===== src/sv/pxte_pkg.sv =====
`timescale 1ns / 1ps
package pxte_pkg;

  localparam int CW           = 32;
  localparam int AW           = 16;
  localparam int CORDIC_STEPS = 16;
  localparam int RATIO_BITS   = 30;
  localparam int SQRT_GUARD   = 14;
  localparam int CFG_W        = 32;
  localparam int ATAN_W       = 32;
  localparam int ATI_W        = 5;

  localparam int DW    = CW + 1;
  localparam int PW    = 2 * CW + 2;
  localparam int RXW   = CW + 3;
  localparam int MW    = RXW;
  localparam int PRW   = 2 * MW;
  localparam int RW    = PW + 1;
  localparam int NW    = PW + SQRT_GUARD;
  localparam int QW    = CW + 1;
  localparam int SNW   = PW + 2 * SQRT_GUARD;
  localparam int SQW   = SNW / 2;
  localparam int SRW   = SQW + 3;
  localparam int NB    = 48;
  localparam int XW    = NB + 5;
  localparam int DSQ   = 64;
  localparam int CNT_W = $clog2(NW);

  localparam logic [CFG_W-1:0]  MIN_LEN_RESET = CFG_W'(4);
  localparam logic [ATAN_W-1:0] CZ_HALF       = ATAN_W'(1) << (ATAN_W - 1);

  typedef struct packed {
    logic signed [CW-1:0] vehicle_x;
    logic signed [CW-1:0] vehicle_y;
    logic signed [AW-1:0] vehicle_heading;
    logic signed [CW-1:0] point_x;
    logic signed [CW-1:0] point_y;
    logic                 first_point;
    logic                 last_point;
  } in_t;

  typedef struct packed {
    logic                 path_valid;
    logic signed [CW-1:0] xtrack_err;
    logic signed [AW-1:0] heading_error;
  } out_t;

  typedef enum logic [4:0] {
    ST_IDLE, ST_START, ST_DIFF,
    ST_MUL0, ST_MUL1, ST_MUL2, ST_MUL3, ST_MUL4, ST_MUL5, ST_CROSS,
    ST_DIV, ST_MQ0, ST_MQ1, ST_MQ2, ST_MRX, ST_MRY, ST_DIST, ST_END,
    ST_SQI, ST_SQ, ST_DVI, ST_FDV, ST_CI, ST_CN, ST_CR, ST_RES
  } state_t;

  typedef enum logic [3:0] {
    MUL_DXDX, MUL_DYDY, MUL_VXDX, MUL_VYDY, MUL_DXVY, MUL_DYVX,
    MUL_QDX, MUL_QDY, MUL_RXRX, MUL_RYRY
  } mul_sel_t;

  typedef enum logic [2:0] {
    ACC_NONE, ACC_LOAD, ACC_LEN, ACC_DOT, ACC_CROSS, ACC_RX, ACC_RY, ACC_DIST
  } acc_op_t;

  typedef struct packed {
    logic             load_item;
    logic             start;
    logic             diff;
    mul_sel_t         mul_sel;
    acc_op_t          acc_op;
    logic             r_vec;
    logic             r_end;
    logic             div_init_ratio;
    logic             div_init_final;
    logic             div_step;
    logic             sqrt_init;
    logic             sqrt_step;
    logic             cor_init;
    logic             cor_norm;
    logic             cor_rot;
    logic             seg_end;
    logic             out_load;
    logic [CNT_W-1:0] step;
  } cmd_t;

  typedef struct packed {
    logic first;
    logic last;
    logic has_prev;
    logic found;
    logic len_ok;
    logic dot_nonpos;
    logic dot_ge_len;
    logic norm_done;
  } sts_t;

  function automatic logic [ATAN_W-1:0] atan_lut(input logic [ATI_W-1:0] i);
    logic [ATAN_W-1:0] v;
    unique case (i)
      5'd0:  v = 32'd536870912;
      5'd1:  v = 32'd316933406;
      5'd2:  v = 32'd167458907;
      5'd3:  v = 32'd85004756;
      5'd4:  v = 32'd42667331;
      5'd5:  v = 32'd21354465;
      5'd6:  v = 32'd10679838;
      5'd7:  v = 32'd5340245;
      5'd8:  v = 32'd2670163;
      5'd9:  v = 32'd1335087;
      5'd10: v = 32'd667544;
      5'd11: v = 32'd333772;
      5'd12: v = 32'd166886;
      5'd13: v = 32'd83443;
      5'd14: v = 32'd41722;
      5'd15: v = 32'd20861;
      5'd16: v = 32'd10430;
      5'd17: v = 32'd5215;
      5'd18: v = 32'd2608;
      5'd19: v = 32'd1304;
      5'd20: v = 32'd652;
      5'd21: v = 32'd326;
      5'd22: v = 32'd163;
      5'd23: v = 32'd81;
      default: v = '0;
    endcase
    return v;
  endfunction

endpackage


===== src/sv/pxte_ctrl.sv =====
`timescale 1ns / 1ps
module pxte_ctrl (
  input  logic            clk,
  input  logic            rst_n,
  input  logic            in_valid,
  output logic            in_ready,
  output logic            out_valid,
  input  logic            out_ready,
  input  pxte_pkg::sts_t  sts,
  output pxte_pkg::cmd_t  cmd
);

  pxte_pkg::state_t                state_r, state_nxt;
  logic [pxte_pkg::CNT_W-1:0]      cnt_r;
  logic                            out_valid_r;
  logic                            out_free;

  assign out_free  = !out_valid_r || out_ready;
  assign in_ready  = (state_r == pxte_pkg::ST_IDLE);
  assign out_valid = out_valid_r;

  always_comb begin
    state_nxt = state_r;
    unique case (state_r)
      pxte_pkg::ST_IDLE:  if (in_valid) state_nxt = pxte_pkg::ST_START;
      pxte_pkg::ST_START: begin
        if (sts.first || !sts.has_prev) state_nxt = pxte_pkg::ST_END;
        else state_nxt = pxte_pkg::ST_DIFF;
      end
      pxte_pkg::ST_DIFF:  state_nxt = pxte_pkg::ST_MUL0;
      pxte_pkg::ST_MUL0:  state_nxt = pxte_pkg::ST_MUL1;
      pxte_pkg::ST_MUL1:  state_nxt = pxte_pkg::ST_MUL2;
      pxte_pkg::ST_MUL2:  state_nxt = pxte_pkg::ST_MUL3;
      pxte_pkg::ST_MUL3:  state_nxt = pxte_pkg::ST_MUL4;
      pxte_pkg::ST_MUL4:  state_nxt = pxte_pkg::ST_MUL5;
      pxte_pkg::ST_MUL5:  state_nxt = pxte_pkg::ST_CROSS;
      pxte_pkg::ST_CROSS: begin
        priority if (!sts.len_ok) state_nxt = pxte_pkg::ST_END;
        else if (sts.dot_nonpos || sts.dot_ge_len) state_nxt = pxte_pkg::ST_MRX;
        else state_nxt = pxte_pkg::ST_DIV;
      end
      pxte_pkg::ST_DIV: begin
        if (cnt_r == pxte_pkg::CNT_W'(pxte_pkg::RATIO_BITS - 1)) state_nxt = pxte_pkg::ST_MQ0;
      end
      pxte_pkg::ST_MQ0:   state_nxt = pxte_pkg::ST_MQ1;
      pxte_pkg::ST_MQ1:   state_nxt = pxte_pkg::ST_MQ2;
      pxte_pkg::ST_MQ2:   state_nxt = pxte_pkg::ST_MRX;
      pxte_pkg::ST_MRX:   state_nxt = pxte_pkg::ST_MRY;
      pxte_pkg::ST_MRY:   state_nxt = pxte_pkg::ST_DIST;
      pxte_pkg::ST_DIST:  state_nxt = pxte_pkg::ST_END;
      pxte_pkg::ST_END: begin
        priority if (!sts.last) state_nxt = pxte_pkg::ST_IDLE;
        else if (sts.found) state_nxt = pxte_pkg::ST_SQI;
        else state_nxt = pxte_pkg::ST_RES;
      end
      pxte_pkg::ST_SQI:   state_nxt = pxte_pkg::ST_SQ;
      pxte_pkg::ST_SQ: begin
        if (cnt_r == pxte_pkg::CNT_W'(pxte_pkg::SQW - 1)) state_nxt = pxte_pkg::ST_DVI;
      end
      pxte_pkg::ST_DVI:   state_nxt = pxte_pkg::ST_FDV;
      pxte_pkg::ST_FDV: begin
        if (cnt_r == pxte_pkg::CNT_W'(pxte_pkg::NW - 1)) state_nxt = pxte_pkg::ST_CI;
      end
      pxte_pkg::ST_CI:    state_nxt = pxte_pkg::ST_CN;
      pxte_pkg::ST_CN:    if (sts.norm_done) state_nxt = pxte_pkg::ST_CR;
      pxte_pkg::ST_CR: begin
        if (cnt_r == pxte_pkg::CNT_W'(pxte_pkg::CORDIC_STEPS - 1)) state_nxt = pxte_pkg::ST_RES;
      end
      pxte_pkg::ST_RES:   if (out_free) state_nxt = pxte_pkg::ST_IDLE;
      default:            state_nxt = pxte_pkg::ST_IDLE;
    endcase
  end

  always_comb begin
    cmd         = '0;
    cmd.mul_sel = pxte_pkg::MUL_DXDX;
    cmd.acc_op  = pxte_pkg::ACC_NONE;
    cmd.step    = cnt_r;
    unique case (state_r)
      pxte_pkg::ST_IDLE:  cmd.load_item = in_valid;
      pxte_pkg::ST_START: cmd.start = 1'b1;
      pxte_pkg::ST_DIFF:  cmd.diff = 1'b1;
      pxte_pkg::ST_MUL0:  cmd.mul_sel = pxte_pkg::MUL_DXDX;
      pxte_pkg::ST_MUL1: begin
        cmd.mul_sel = pxte_pkg::MUL_DYDY;
        cmd.acc_op  = pxte_pkg::ACC_LOAD;
      end
      pxte_pkg::ST_MUL2: begin
        cmd.mul_sel = pxte_pkg::MUL_VXDX;
        cmd.acc_op  = pxte_pkg::ACC_LEN;
      end
      pxte_pkg::ST_MUL3: begin
        cmd.mul_sel = pxte_pkg::MUL_VYDY;
        cmd.acc_op  = pxte_pkg::ACC_LOAD;
      end
      pxte_pkg::ST_MUL4: begin
        cmd.mul_sel = pxte_pkg::MUL_DXVY;
        cmd.acc_op  = pxte_pkg::ACC_DOT;
      end
      pxte_pkg::ST_MUL5: begin
        cmd.mul_sel = pxte_pkg::MUL_DYVX;
        cmd.acc_op  = pxte_pkg::ACC_LOAD;
      end
      pxte_pkg::ST_CROSS: begin
        cmd.acc_op         = pxte_pkg::ACC_CROSS;
        cmd.r_vec          = sts.len_ok && sts.dot_nonpos;
        cmd.r_end          = sts.len_ok && !sts.dot_nonpos && sts.dot_ge_len;
        cmd.div_init_ratio = sts.len_ok && !sts.dot_nonpos && !sts.dot_ge_len;
      end
      pxte_pkg::ST_DIV:   cmd.div_step = 1'b1;
      pxte_pkg::ST_MQ0:   cmd.mul_sel = pxte_pkg::MUL_QDX;
      pxte_pkg::ST_MQ1: begin
        cmd.mul_sel = pxte_pkg::MUL_QDY;
        cmd.acc_op  = pxte_pkg::ACC_RX;
      end
      pxte_pkg::ST_MQ2:   cmd.acc_op = pxte_pkg::ACC_RY;
      pxte_pkg::ST_MRX:   cmd.mul_sel = pxte_pkg::MUL_RXRX;
      pxte_pkg::ST_MRY: begin
        cmd.mul_sel = pxte_pkg::MUL_RYRY;
        cmd.acc_op  = pxte_pkg::ACC_LOAD;
      end
      pxte_pkg::ST_DIST:  cmd.acc_op = pxte_pkg::ACC_DIST;
      pxte_pkg::ST_END:   cmd.seg_end = 1'b1;
      pxte_pkg::ST_SQI:   cmd.sqrt_init = 1'b1;
      pxte_pkg::ST_SQ:    cmd.sqrt_step = 1'b1;
      pxte_pkg::ST_DVI:   cmd.div_init_final = 1'b1;
      pxte_pkg::ST_FDV:   cmd.div_step = 1'b1;
      pxte_pkg::ST_CI:    cmd.cor_init = 1'b1;
      pxte_pkg::ST_CN:    cmd.cor_norm = !sts.norm_done;
      pxte_pkg::ST_CR:    cmd.cor_rot = 1'b1;
      pxte_pkg::ST_RES:   cmd.out_load = out_free;
      default:            cmd.step = cnt_r;
    endcase
  end

  always_ff @(posedge clk) begin
    if (!rst_n) begin
      state_r     <= pxte_pkg::ST_IDLE;
      cnt_r       <= '0;
      out_valid_r <= 1'b0;
    end else begin
      state_r <= state_nxt;
      cnt_r   <= (state_nxt == state_r) ? cnt_r + pxte_pkg::CNT_W'(1) : '0;
      if (cmd.out_load) out_valid_r <= 1'b1;
      else if (out_ready) out_valid_r <= 1'b0;
    end
  end

endmodule


===== config.mk =====
export PLATFORM = sky130hd
export DESIGN_NAME = pxte_ctrl
export DESIGN_NICKNAME = d
export VERILOG_FILES = /design/src/sv/pxte_pkg.sv /design/src/sv/pxte_ctrl.sv
export SDC_FILE = /design/constraint.sdc
export NUM_CORES = 1
export LEC_CHECK = 0
export ABC_CLOCK_PERIOD_IN_PS = 2000
export BUFFER_PORTS_ARGS = -buffer_cell sky130_fd_sc_hd__buf_4
export CORE_AREA = 2 2 57 59
export DETAILED_ROUTE_END_ITERATION = 12
export DIE_AREA = 0 0 59 61
export PLACE_DENSITY_LB_ADDON = 0.1
export RECOVER_POWER = 50
export SETUP_SLACK_MARGIN = 0.05
export SYNTH_ARGS = -nofsm -noshare
export SYNTH_HDL_FRONTEND = slang
export SYNTH_SLANG_ARGS = --single-unit

===== constraint.sdc =====
create_clock -name clk -period 2 [get_ports clk]
set_input_delay 0.3 -clock clk [delete_from_list [all_inputs] [get_ports clk]]
set_output_delay 0.3 -clock clk [all_outputs]
set_load 0.01 [all_outputs]

* After elaboration in Yosys (flattened, before gate mapping)
Index checks and enable logic that the tools add are counted.
** Storage, ports and cells
- Bits in registers :: 13
- Bits of input ports :: 12
- Output and inout port bits :: 31
- Word-level logic and storage cells :: 81
** Cells by class
- $add $sub $neg :: 1
- Equal/unequal tests :: 30
- Multiplexer cells :: 30
- Reduce and logical (&&, ||, !) cells :: 17
** Operators with widths (count)
- 5-bit one-hot mux with 26 select lines :: 1
- 5-bit == test (second input constant) :: 10
- 5-bit 2-to-1 mux :: 10
- 5-bit by 4-bit == test with 1-bit output (second input constant) :: 8
- 4-bit one-hot mux with 9 select lines :: 1
- 3-bit one-hot mux with 7 select lines :: 1
- 5-bit by 3-bit == test with 1-bit output (second input constant) :: 4
- 1-bit 2-to-1 mux :: 14
- 5-bit by 2-bit == test with 1-bit output (second input constant) :: 2
- 7-bit by 1-bit adder with 7-bit output (second input constant) :: 1
- 7-bit by 4-bit == test with 1-bit output (second input constant) :: 1
- 7-bit by 5-bit == test with 1-bit output (second input constant) :: 1
- 7-bit by 6-bit == test with 1-bit output (second input constant) :: 1
- 7-bit == test (second input constant) :: 1
- 3-bit 2-to-1 mux :: 2
- 5-bit by 1-bit == test with 1-bit output (second input constant) :: 1
- 5-bit == test :: 1
- 1-bit zero test :: 5
- 5-bit zero test :: 1
- 1-bit logical AND :: 4
- 4-bit 2-to-1 mux :: 1
- 4-bit OR reduction :: 1
- 1-bit logical OR :: 3
- 2-bit AND reduction :: 1
- 2 further kinds :: 2

* Longest topological paths before layout
Gate-level depths: netlist of the first run.
- Depth after elaboration :: 6
- Mapped depth :: 8
- Gate-level depth less buffers :: 8

* Least setup slack after synthesis of the first run
No wires, ideal clock.
- Kind :: reg2reg
- Start :: reg cnt_r[0] (netlist bit)
- End :: reg cnt_r[2] (netlist bit)
- Library setup time :: 0.092 ns
- Arrival :: 2.109 ns
- Data required time :: 1.908 ns
- Slack :: -0.201 ns
- Cell stages (with the launch flop) :: 8
- Buffers on the path :: 0
- Period minus slack after synthesis :: 2.201 ns
- Cell sequence :: dfxtp_1 -> ha_1 -> and4b_1 -> nand3_1 -> a211o_1 -> a2111oi_1 -> o221ai_2 -> nor4_1
** Between the ends
- Word-level cells in the longest chain between the ends :: 5
- Elaborated cells on any way between the ends :: 12
- Classes of those cells :: 1 x add/sub; 5 x eq/ne; 5 x mux; 1 x reduce/logical
** RTL lines
- start, declared :: line pxte_ctrl.sv:14 : logic [pxte_pkg::CNT_W-1:0] cnt_r;
- start signal, assigned :: line pxte_ctrl.sv:143 : cnt_r <= (state_nxt == state_r) ? cnt_r + pxte_pkg::CNT_W'(1) : '0;
- 7-bit by 4-bit == test with 1-bit output, or another cell as far along :: line pxte_ctrl.sv:67 : if (cnt_r == pxte_pkg::CNT_W'(pxte_pkg::CORDIC_STEPS - 1)) state_nxt = pxte_pkg::ST_RES;
- 5-bit 2-to-1 mux, on equally long branches
- 5-bit one-hot mux with 26 select lines :: line pxte_ctrl.sv:24 : unique case (state_r)
- 5-bit == test :: line pxte_ctrl.sv:143
- 2-bit AND reduction (no source line)
Several ways; a longest one is shown, not always the timed one.
A chain may end at the register's enable or synchronous reset.

* Worst setup path after layout of the first run
- Start :: reg cnt_r[0] (netlist bit)
- End :: reg cnt_r[3] (netlist bit)
Same word-level chain as after synthesis.

==> impl_metrics.json, run 1 <==
{
  "setup_violations": 11,
  "hold_violations": 0,
  "max_freq_ghz": 0.4530,
  "critical_path_class": "reg2reg",
  "synth-seq-cells": 13,
  "placed_area_mm2": 0.002126,
  "first_pass_iters": 7,
  "cts_tree": "yes",
  "cts_hold_buf": 0,
  "drt-initial-drc-count": 269,
  "clock-sinks": 13,
  "p_leak_uw": 0.001069,
  "yosysSeqAreaShare_pct": 19.51,
  "via_per_inst": 6.299,
  "fin_skew_ns": 0.008833,
  "rsz0062_at_grt": "yes",
  "cts_root_buf": "clkbuf_4",
  "grt_pass1_wl_um": 8942,
  "drc": 0,
  "violations": "negative setup slack",
  "routabilityCongestion": 0.9927,
  "die_w_um": 59,
  "async_reset_ff_share_pct": 0,
  "antenna_found_initial": 0,
  "syn_nets": 201,
  "grt_max_degree": 19,
  "syn_area_per_cell_um2": 7.171,
  "die_h_um": 61,
  "layout_common_cells": "buf_4 (91), nor2_1 (15), a21oi_1 (11), buf_6 (11), nand2_1 (9)",
  "fp-row-count": 20,
  "relSlewSlack_pct": 69.72,
  "crit_path_end_kind": "flip-flop",
  "maxSlewViolCount": 0,
  "cts_buffer_depth": 2,
  "io_pins": 43,
  "fin_ws_ns": -0.2077,
  "fillCellCount": 152,
  "cp_max_fo": 7,
  "n_antenna_cell": 0,
  "fin_nets": 304,
  "start_util_pct": 45.17,
  "arrival_ns": 2.41,
  "pre_cts_slack_ns": -0.1626,
  "ir_drop_mv": 1.009,
  "synth_area_mm2": 0.001334,
  "hold-worst-slack_ns": 0.2585,
  "fin_util_pct": 85.68,
  "clk_latency_ns": 0.29,
  "htree_levels": 1,
  "ys_warn_count": 0,
  "gr-total-overflow": 0,
  "power.density_mw_per_mm2": 1190,
  "synth_top_flop_cell": "dfxtp_1",
  "areaGrowthSynthToFinish_pct": 89.68,
  "grt.total_usage_pct": 32.64,
  "synth-edff-count": 0,
  "worstMarginPinSlew_ns": 0.4522,
  "numCtsBuffers": 3,
  "hpwlAfterDp_um": 3976,
  "ant_nets": 0,
  "status": "complete, but fails checks",
  "netlist_instances": 186,
  "grt_pass1_vias": 1858,
  "die_area_mm2": 0.003599,
  "fp.coreArea_mm2": 0.002953,
  "period_share_pct": 110.4,
  "period_minus_slack_ns": 2.208,
  "worstHoldPathType": "in2reg",
  "vias": 2022,
  "wl_um": 6321,
  "clk_pin_slew_worst_paths_ns": 0.09,
  "io_buffer_count": 42,
  "stdcell_area_mm2": 0.002530,
  "ys_types": 56,
  "required_ns": 2.21,
  "fin_cells": 321,
  "cap_violations": 0,
  "layout_commonest_cell": "buf_4",
  "drive_gt1_share_pct": 57.29,
  "wl_per_cell_um": 19.69,
  "dp.cells": 303,
  "cp-start-kind": "flip-flop"
}
==> report_power, final <==
group | switching (µW) | internal (µW) | total, µW
Sequential | 64.4 | 323 | 387
Combinational | 1260 | 1190 | 2440
Clock | 102 | 77.7 | 179
==> critical path, stage by stage (launching register included) <==
cell       delay, ns
dfxtp_4         0.37
inv_2           0.05
ha_1            0.15
and4bb_2        0.27
a211oi_2        0.10
a211o_1         0.28
a2111oi_4       0.39
o221ai_4        0.24
nor4_2          0.27
==> flip-flops by register name (all words and copies together), names as in the netlist <==
| register | count |
|---|---|
| cnt_r | 7 |
| out_valid | 1 |
| state_r | 5 |
==> metrics by stage <==
stage                     TNS, ns  total power [µW]
after floorplan                 0              1382
after global placement    -0.1851              2116
after detailed placement  -0.9495              2178
after CTS                 -0.8684              2593
after global routing       -2.006              3149
final                      -1.383              3011
==> timing repair <==
action | in CTS | in global routing
resized for setup | 31 | 41
gates cloned | 0 | 0
buffers inserted | 10 | 4
endpoints found under the hold margin | 0 | 0
setup endpoints to repair | 16 | 20
pin swaps | 12 | 9
==> cells by family after synthesis <==
logic type	Yosys count	share of synthesized area, %
compound gates	46	25.05
xor+xnor	6	4.504
fa+ha+maj	3	2.815
buf+inv	22	7.036
flops	13	19.51
simple gates	96	41.09
==> per-layer routing <==
metal | up-vias | GRT usage, % | part of all wire (%) | routed length [µm]
met5 | - | 0 | 0 | 0
met4 | 0 | 9.416 | 4.3 | 269
met3 | 33 | 7.676 | 10 | 630
met2 | 149 | 57.30 | 49 | 3092
met1 | 955 | 39.82 | 37 | 2328
li1 | 885 | - | - | -
==> worst paths after layout <==
path | cells after the start | end | startpoint | slack [ns]
max | 8 | cnt_r[3]$_SDFF_PN0_ | cnt_r[0]$_SDFF_PN0_ | -0.21
min | 2 | state_r[3]$_SDFF_PN0_ | rst_n | 0.26
max reg2reg | 8 | cnt_r[3]$_SDFF_PN0_ | cnt_r[0]$_SDFF_PN0_ | -0.21
min reg2reg | 1 | cnt_r[0]$_SDFF_PN0_ | cnt_r[0]$_SDFF_PN0_ | 0.47
==> cell usage after synthesis, types with 2 or more instances <==
master | count | area share [%]
o211ai_1 | 2 | 1.1
nand2b_1 | 8 | 3.8
nor3_1 | 7 | 2.6
a211o_1 | 2 | 1.3
xnor2_1 | 3 | 2.0
buf_1 | 3 | 0.84
nand3b_1 | 2 | 1.1
inv_1 | 9 | 2.5
o221ai_2 | 2 | 2.3
nor4_1 | 8 | 3.8
buf_2 | 6 | 2.3
nor2_1 | 22 | 6.2
o21ai_0 | 9 | 3.4
and3_1 | 3 | 1.4
nand4b_1 | 2 | 1.3
clkbuf_1 | 2 | 0.56
or3_1 | 3 | 1.4
nand2_1 | 9 | 2.5
and2_1 | 6 | 2.8
a31oi_1 | 2 | 0.94
dfxtp_1 | 13 | 20
nand4_1 | 4 | 1.9
ha_1 | 3 | 2.8
nand3_1 | 5 | 1.9
a211oi_1 | 3 | 1.7
xor2_1 | 2 | 1.3
a21oi_1 | 13 | 4.9
nor2b_1 | 5 | 2.3
==> layout make-up <==
type	count	area [µm²]	share of cell area, %
well taps	33	41.29	1.632
flip-flops and latches	13	281.5	11.13
multi-input cells	151	1267	50.10
repair buffers	110	875.8	34.62
clock buffers	4	26.28	1.039
inverters	10	37.54	1.484
Power figures use the tool's default switching activity.
==> inputs of run 2 (changes only) <==
--- a/config.mk
+++ b/config.mk
@@ -5,12 +5,13 @@
 export SDC_FILE = /design/constraint.sdc
 export NUM_CORES = 1
 export LEC_CHECK = 0
+export ABC_AREA = 1
 export ABC_CLOCK_PERIOD_IN_PS = 2000
 export BUFFER_PORTS_ARGS = -buffer_cell sky130_fd_sc_hd__buf_4
-export CORE_AREA = 2 2 57 59
+export CORE_AREA = 2 2 61 63
 export DETAILED_ROUTE_END_ITERATION = 12
-export DIE_AREA = 0 0 59 61
-export PLACE_DENSITY_LB_ADDON = 0.1
+export DIE_AREA = 0 0 63 65
+export PLACE_DENSITY = 0.75
 export RECOVER_POWER = 50
 export SETUP_SLACK_MARGIN = 0.05
 export SYNTH_ARGS = -nofsm -noshare
==> run 2 against run 1 <==
Critical path type is now reg2out. Sequential share of layout area rose by 2.3 points. Critical endpoint is now cmd[23]. Flip-flop and latch count did not move. Worst hold slack got worse by 0.020 ns. Cell area fell by 18%. The flow now finishes without violations. Register-to-register slack improved by 0.35 ns. Count of clock-buffer cells in the layout did not move. Via count fell by 8.1%.
==> impl_metrics.json, run 2 <==
{
  "die_w_um": 63,
  "grt_pass1_wl_um": 7672,
  "tns_ns": 0,
  "ys_types": 29,
  "fin_nets": 327,
  "drive_gt1_share_pct": 36.98,
  "io_pins": 43,
  "maxSlewViolCount": 0,
  "netlist_instances": 256,
  "routabilityCongestion": 1.001,
  "power.density_mw_per_mm2": 857.8,
  "synth_common_cells": "nand2_1 (59), nor2_1 (44), nand3_1 (32), inv_1 (29), dfxtp_1 (13)",
  "synth_area_mm2": 0.001530,
  "cp-startpoint": "state_r[0]$_SDFF_PN0_",
  "largest-register": "cnt_r",
  "ys_warn_count": 0,
  "cts_root_buf": "clkbuf_4",
  "setup_violations": 0,
  "die_h_um": 65,
  "synthTopCellsByArea": "dfxtp_1 (17%), nand2_1 (14%), nor2_1 (11%)",
  "drt-initial-drc-count": 144,
  "ir_drop_mv": 0.6671,
  "fin_skew_ns": 0.006431,
  "worstMarginPinSlew_ns": 0.2701,
  "ant_nets": 0,
  "vias": 1858,
  "fin_util_pct": 59.34,
  "syn_nets": 271,
  "grt.total_usage_pct": 23.33,
  "synth-seq-cells": 13,
  "cp-start-kind": "flip-flop",
  "status": "finished clean",
  "drc": 0,
  "wl_um": 4666,
  "layout_common_cells": "nand2_1 (58), buf_4 (47), nor2_1 (40), nand3_1 (30), inv_1 (27)",
  "worstHoldPathType": "in2reg",
  "yosysSeqAreaShare_pct": 17.01,
  "p_leak_uw": 0.001065,
  "relSlewSlack_pct": 81.89,
  "synthMostInstantiatedCell": "nand2_1",
  "via_per_inst": 5.175,
  "largest_reg_flops": 7,
  "arrival_ns": 1.55,
  "gr-total-overflow": 0,
  "clk_pin_slew_worst_paths_ns": 0.07,
  "period_share_pct": 92.64,
  "required_ns": 1.70,
  "start_util_pct": 43.77,
  "wl_per_cell_um": 13.00,
  "io_buffer_count": 42,
  "first_pass_iters": 4,
  "hpwlAfterDp_um": 3612,
  "layout_commonest_cell": "nand2_1",
  "synth_top_flop_cell": "dfxtp_1",
  "clk_latency_ns": 0.28,
  "numCtsBuffers": 3,
  "rsz0062_at_grt": "yes",
  "synth-edff-count": 0,
  "htree_levels": 1,
  "regToRegSetupSlack_ns": 0.15,
  "clock-sinks": 13,
  "cts_buffer_depth": 2,
  "min_from": "rst_n",
  "crit_path_end_kind": "primary output",
  "period_minus_slack_ns": 1.853,
  "async_reset_ff_share_pct": 0,
  "cap_violations": 0,
  "n_antenna_cell": 0,
  "die_area_mm2": 0.004095,
  "synth_top_area_cell": "dfxtp_1",
  "grt_max_degree": 11,
  "cts_tree": "yes",
  "syn_area_per_cell_um2": 5.977,
  "max_freq_ghz": 0.5397,
  "areaGrowthSynthToFinish_pct": 35.57,
  "critical_path_class": "reg2out",
  "grt_pass1_vias": 1695,
  "synth_top_area_share_pct": 17.01,
  "cp_max_fo": 7,
  "fp.coreArea_mm2": 0.003496,
  "fp-row-count": 22,
  "antenna_found_initial": 0,
  "hold_violations": 0,
  "rr_startpoint": "state_r[4]$_SDFF_PN0_"
}
run 2: cell types whose count changed after synthesis, sizes merged, moves of 22 or more:
cell	before	now
nand3	5	35
nand2	9	70
inv	10	32
nor2	22	58
run 2: timing repair:
item                                    in CTS  in global routing
gates cloned                                 0                  1
hold endpoints to repair                     0                  0
buffers inserted                             3                  3
pin swaps                                    0                  2
hold buffers                                 0                  0
resized for setup                            6                 27
endpoints found under the setup margin      10                 18
run 2: final timing paths:
kind / end / cells past startpoint
worst max-delay path: cmd[23] / 7
worst min-delay path: state_r[0]$_SDFF_PN0_ / 3
worst max register to register: cnt_r[0]$_SDFF_PN0_ / 12
worst min register to register: cnt_r[0]$_SDFF_PN0_ / 1
run 2: cell families after synthesis:
logic type      after synthesis  share of synthesized area (%)
flops                        13                          17.01
compound gates               15                          5.560
buf+inv                      37                          10.55
simple gates                183                          61.57
fa+ha+maj                     3                          2.453
xor+xnor                      5                          2.862
run 2: final cells by class:
type / count / area (µm²)
Clock buffer: 4 / 26.28
Multi-Input combinational cell: 206 / 1175
Timing Repair Buffer: 55 / 401.6
Timing Repair inverter: 1 / 7.507
Inverter: 32 / 126.4
Sequential cell: 13 / 277.8
Fill cell: 357 / 1421
Tap cell: 48 / 60.06
run 2: through the flow:
step,instance area [µm²],cells,power [µW],worst slack (ns),hold WS (ns)
finish,2074,359,1780,0.1472,0.2384
global route,2074,359,1909,0.01762,0.2459
CTS,1983,355,1651,0.05551,0.2360
detailed placement,1919,348,1439,0.06132,0.5216
global placement,1919,348,1428,0.05905,0.5235
floorplan,1530,256,1141,0.2723,0.3976
run 2: critical path: stages (launching register included):
cell and delay (ns):
dfxtp_4 0.37, buf_6 0.14, nor2_4 0.20, nand2_1 0.14, o21ai_2 0.18, inv_1 0.07, nand3_1 0.06, buf_4 0.12
run 2: routing by layer:
layer	up-vias	part of all wire (%)	routed length, µm	global-route usage [%]
li1	930	-	-	-
met1	816	42	1937	27.71
met2	84	46	2143	38.43
met3	28	6.9	324	4.514
met4	0	5.6	261	15.00
met5	-	0	0	0
run 2: where the power goes:
part,total (µW),switching [µW],internal (µW),leakage (µW)
registers,368,65.0,303,0.000109
clock network,162,84.6,77.3,0.0000150
logic,1250,787,462,0.000941
total,1780,937,843,0.00107
==> inputs of run 3 (changes only) <==
--- a/config.mk
+++ b/config.mk
@@ -8,9 +8,10 @@
 export ABC_AREA = 1
 export ABC_CLOCK_PERIOD_IN_PS = 2000
 export BUFFER_PORTS_ARGS = -buffer_cell sky130_fd_sc_hd__buf_4
-export CORE_AREA = 2 2 61 63
+export CORE_AREA = 2 2 59 61
+export CTS_BUF_LIST = sky130_fd_sc_hd__clkbuf_8
 export DETAILED_ROUTE_END_ITERATION = 12
-export DIE_AREA = 0 0 63 65
+export DIE_AREA = 0 0 61 63
 export PLACE_DENSITY = 0.75
 export RECOVER_POWER = 50
 export SETUP_SLACK_MARGIN = 0.05
==> run 3 against run 2 <==
Setup slack worse by 0.023 ns. Die area down 6.2%. Global-route usage up 0.59 points. Largest cell class unchanged. Highest routed layer unchanged.
==> impl_metrics.json, run 3 (synthesized netlist as in run 2, its figures left out) <==
{
  "clock_power_share_pct": 13.8,
  "status": "finished clean",
  "reg2reg_to": "cnt_r[4]$_SDFF_PN0_",
  "cts_tree": "yes",
  "clock-sinks": 13,
  "fin_nets": 322,
  "start_util_pct": 47.35,
  "required_ns": 1.70,
  "drt-initial-drc-count": 136,
  "via_per_inst": 5.247,
  "seq_power_share_pct": 19.8,
  "cp-start-kind": "flip-flop",
  "arrival_ns": 1.58,
  "htree_levels": 1,
  "p_sw_uw": 910.7,
  "clk_pin_slew_worst_paths_ns": 0.06,
  "fp.coreArea_mm2": 0.003232,
  "maxSlewViolCount": 0,
  "dp.cells": 346,
  "n_antenna_cell": 0,
  "layout_common_cells": "nand2_1 (59), nor2_1 (42), buf_4 (40), nand3_1 (33), inv_1 (27)",
  "hold_violations": 0,
  "gr-total-overflow": 0,
  "fp-row-count": 21,
  "grt.total_usage_pct": 23.92,
  "placed_area_mm2": 0.001929,
  "die_h_um": 63,
  "period_share_pct": 93.77,
  "worstHoldPathType": "in2reg",
  "period_minus_slack_ns": 1.875,
  "tns_ns": 0,
  "fin_skew_ns": 0.005887,
  "wl_um": 4558,
  "grt_pass1_wl_um": 7086,
  "pre_cts_slack_ns": 0.1151,
  "die_w_um": 61,
  "wl_per_cell_um": 12.95,
  "path_cells": "buf_12 -> nand2_4 -> nor2_2 -> nand2_1 -> o21ai_1 -> inv_1 -> nand2_1 -> buf_4",
  "clk_latency_ns": 0.25,
  "p_int_uw": 855.3,
  "holdPathStages": 3,
  "cts_root_buf": "clkbuf_8",
  "fin_util_pct": 61.52,
  "cts_buffer_depth": 2,
  "io_pins": 43,
  "vias": 1847,
  "largest_reg_flops": 7,
  "max_freq_ghz": 0.5332,
  "pwr-share-comb_pct": 66.4,
  "fillCellCount": 346,
  "routabilityCongestion": 0.9722,
  "worstMarginPinSlew_ns": 0.3562,
  "rr_startpoint": "state_r[2]$_SDFF_PN0_",
  "cp-startpoint": "state_r[1]$_SDFF_PN0_",
  "relSlewSlack_pct": 76.07,
  "r2r_cells": 12,
  "layout_commonest_cell": "nand2_1",
  "ant_nets": 0,
  "fin_ws_ns": 0.1246,
  "first_pass_iters": 5,
  "fin_cells": 352,
  "cts_hold_buf": 0,
  "numCtsBuffers": 3,
  "cap_violations": 0,
  "crit_path_end_kind": "primary output",
  "regToRegSetupSlack_ns": 0.18,
  "grt_max_degree": 16,
  "hpwlAfterDp_um": 3542,
  "cpMostUsedCell": "nand2_1",
  "stdcell_area_mm2": 0.001988,
  "drive_gt1_share_pct": 32.03,
  "cpMaxStageDelayCell": "dfxtp_1",
  "grt_pass1_vias": 1636,
  "io_buffer_count": 42,
  "rsz0062_at_grt": "yes",
  "largest-register": "cnt_r",
  "crit_path_max_incr_delay_ns": 0.41,
  "antenna_found_initial": 0,
  "critical_path_class": "reg2out",
  "setup_violations": 0,
  "ir_drop_mv": 0.7448,
  "die_area_mm2": 0.003843,
  "switching_share_pct": 51.57,
  "cp_max_fo": 10,
  "crit_end": "cmd[24]",
  "p_leak_uw": 0.001040,
  "drc": 0,
  "areaGrowthSynthToFinish_pct": 29.93,
  "power.density_mw_per_mm2": 888.2
}
## run 3: layout make-up
class / instances / area [µm²] / share of cell area (%)
Multi-Input combinational cell: 206 / 1121 / 56.39
Clock buffer: 3 / 41.29 / 2.077
Sequential cell: 13 / 267.8 / 13.47
Timing Repair Buffer: 51 / 369.1 / 18.57
Clock inverter: 1 / 5.005 / 0.2517
Inverter: 32 / 126.4 / 6.356
Tap cell: 46 / 57.56 / 2.895
## run 3: metal layers
metal	global-route usage (%)	routed length, µm	vias to the layer above
li1	-	-	918
met1	31.53	1886	808
met2	38.04	2063	105
met3	3.106	425	16
met4	10.33	183	0
met5	0	0	-
## run 3: power groups by stage
stage	registers, µW	logic (µW)	clock network (µW)
3_5_place_dp	341	1110	0
4_1_cts	335	1120	249
6_report	350	1170	243
5_1_grt	355	1270	261
3_3_place_gp	339	1110	0
2_1_floorplan	326	814	0
## run 3: metrics by stage
stage,total power [µW],hold slack [ns]
2_1_floorplan,1141,0.3976
3_3_place_gp,1446,0.5347
3_5_place_dp,1454,0.5358
4_1_cts,1704,0.2755
5_1_grt,1886,0.2972
6_report,1766,0.2773
## run 3: what timing repair did
item	in CTS	in global routing
gates resized for setup	0	18
setup buffers	0	2
endpoints found under the setup margin	0	15
## run 3: critical path, delay by kind of cell (launching register included)
| kind | cells | cell delay, ns |
|---|---|---|
| DFF | 1 | 0.41 |
| and+or+nand+nor | 4 | 0.42 |
| buffers and inverters | 3 | 0.37 |
| AOI/OAI and AO/OA | 1 | 0.12 |
## run 3: how the worst min path moves through the flow
stage	to	start	slack, ns
final	state_r[0]$_SDFF_PN0_	rst_n	0.28
after global routing	state_r[0]$_SDFF_PN0_	rst_n	0.30
after CTS	state_r[0]$_SDFF_PN0_	rst_n	0.28
after detailed placement	state_r[3]$_SDFF_PN0_	rst_n	0.54
after global placement	cnt_r[1]$_SDFF_PN0_	cnt_r[1]$_SDFF_PN0_	0.53
after floorplan	state_r[0]$_SDFF_PN0_	rst_n	0.40
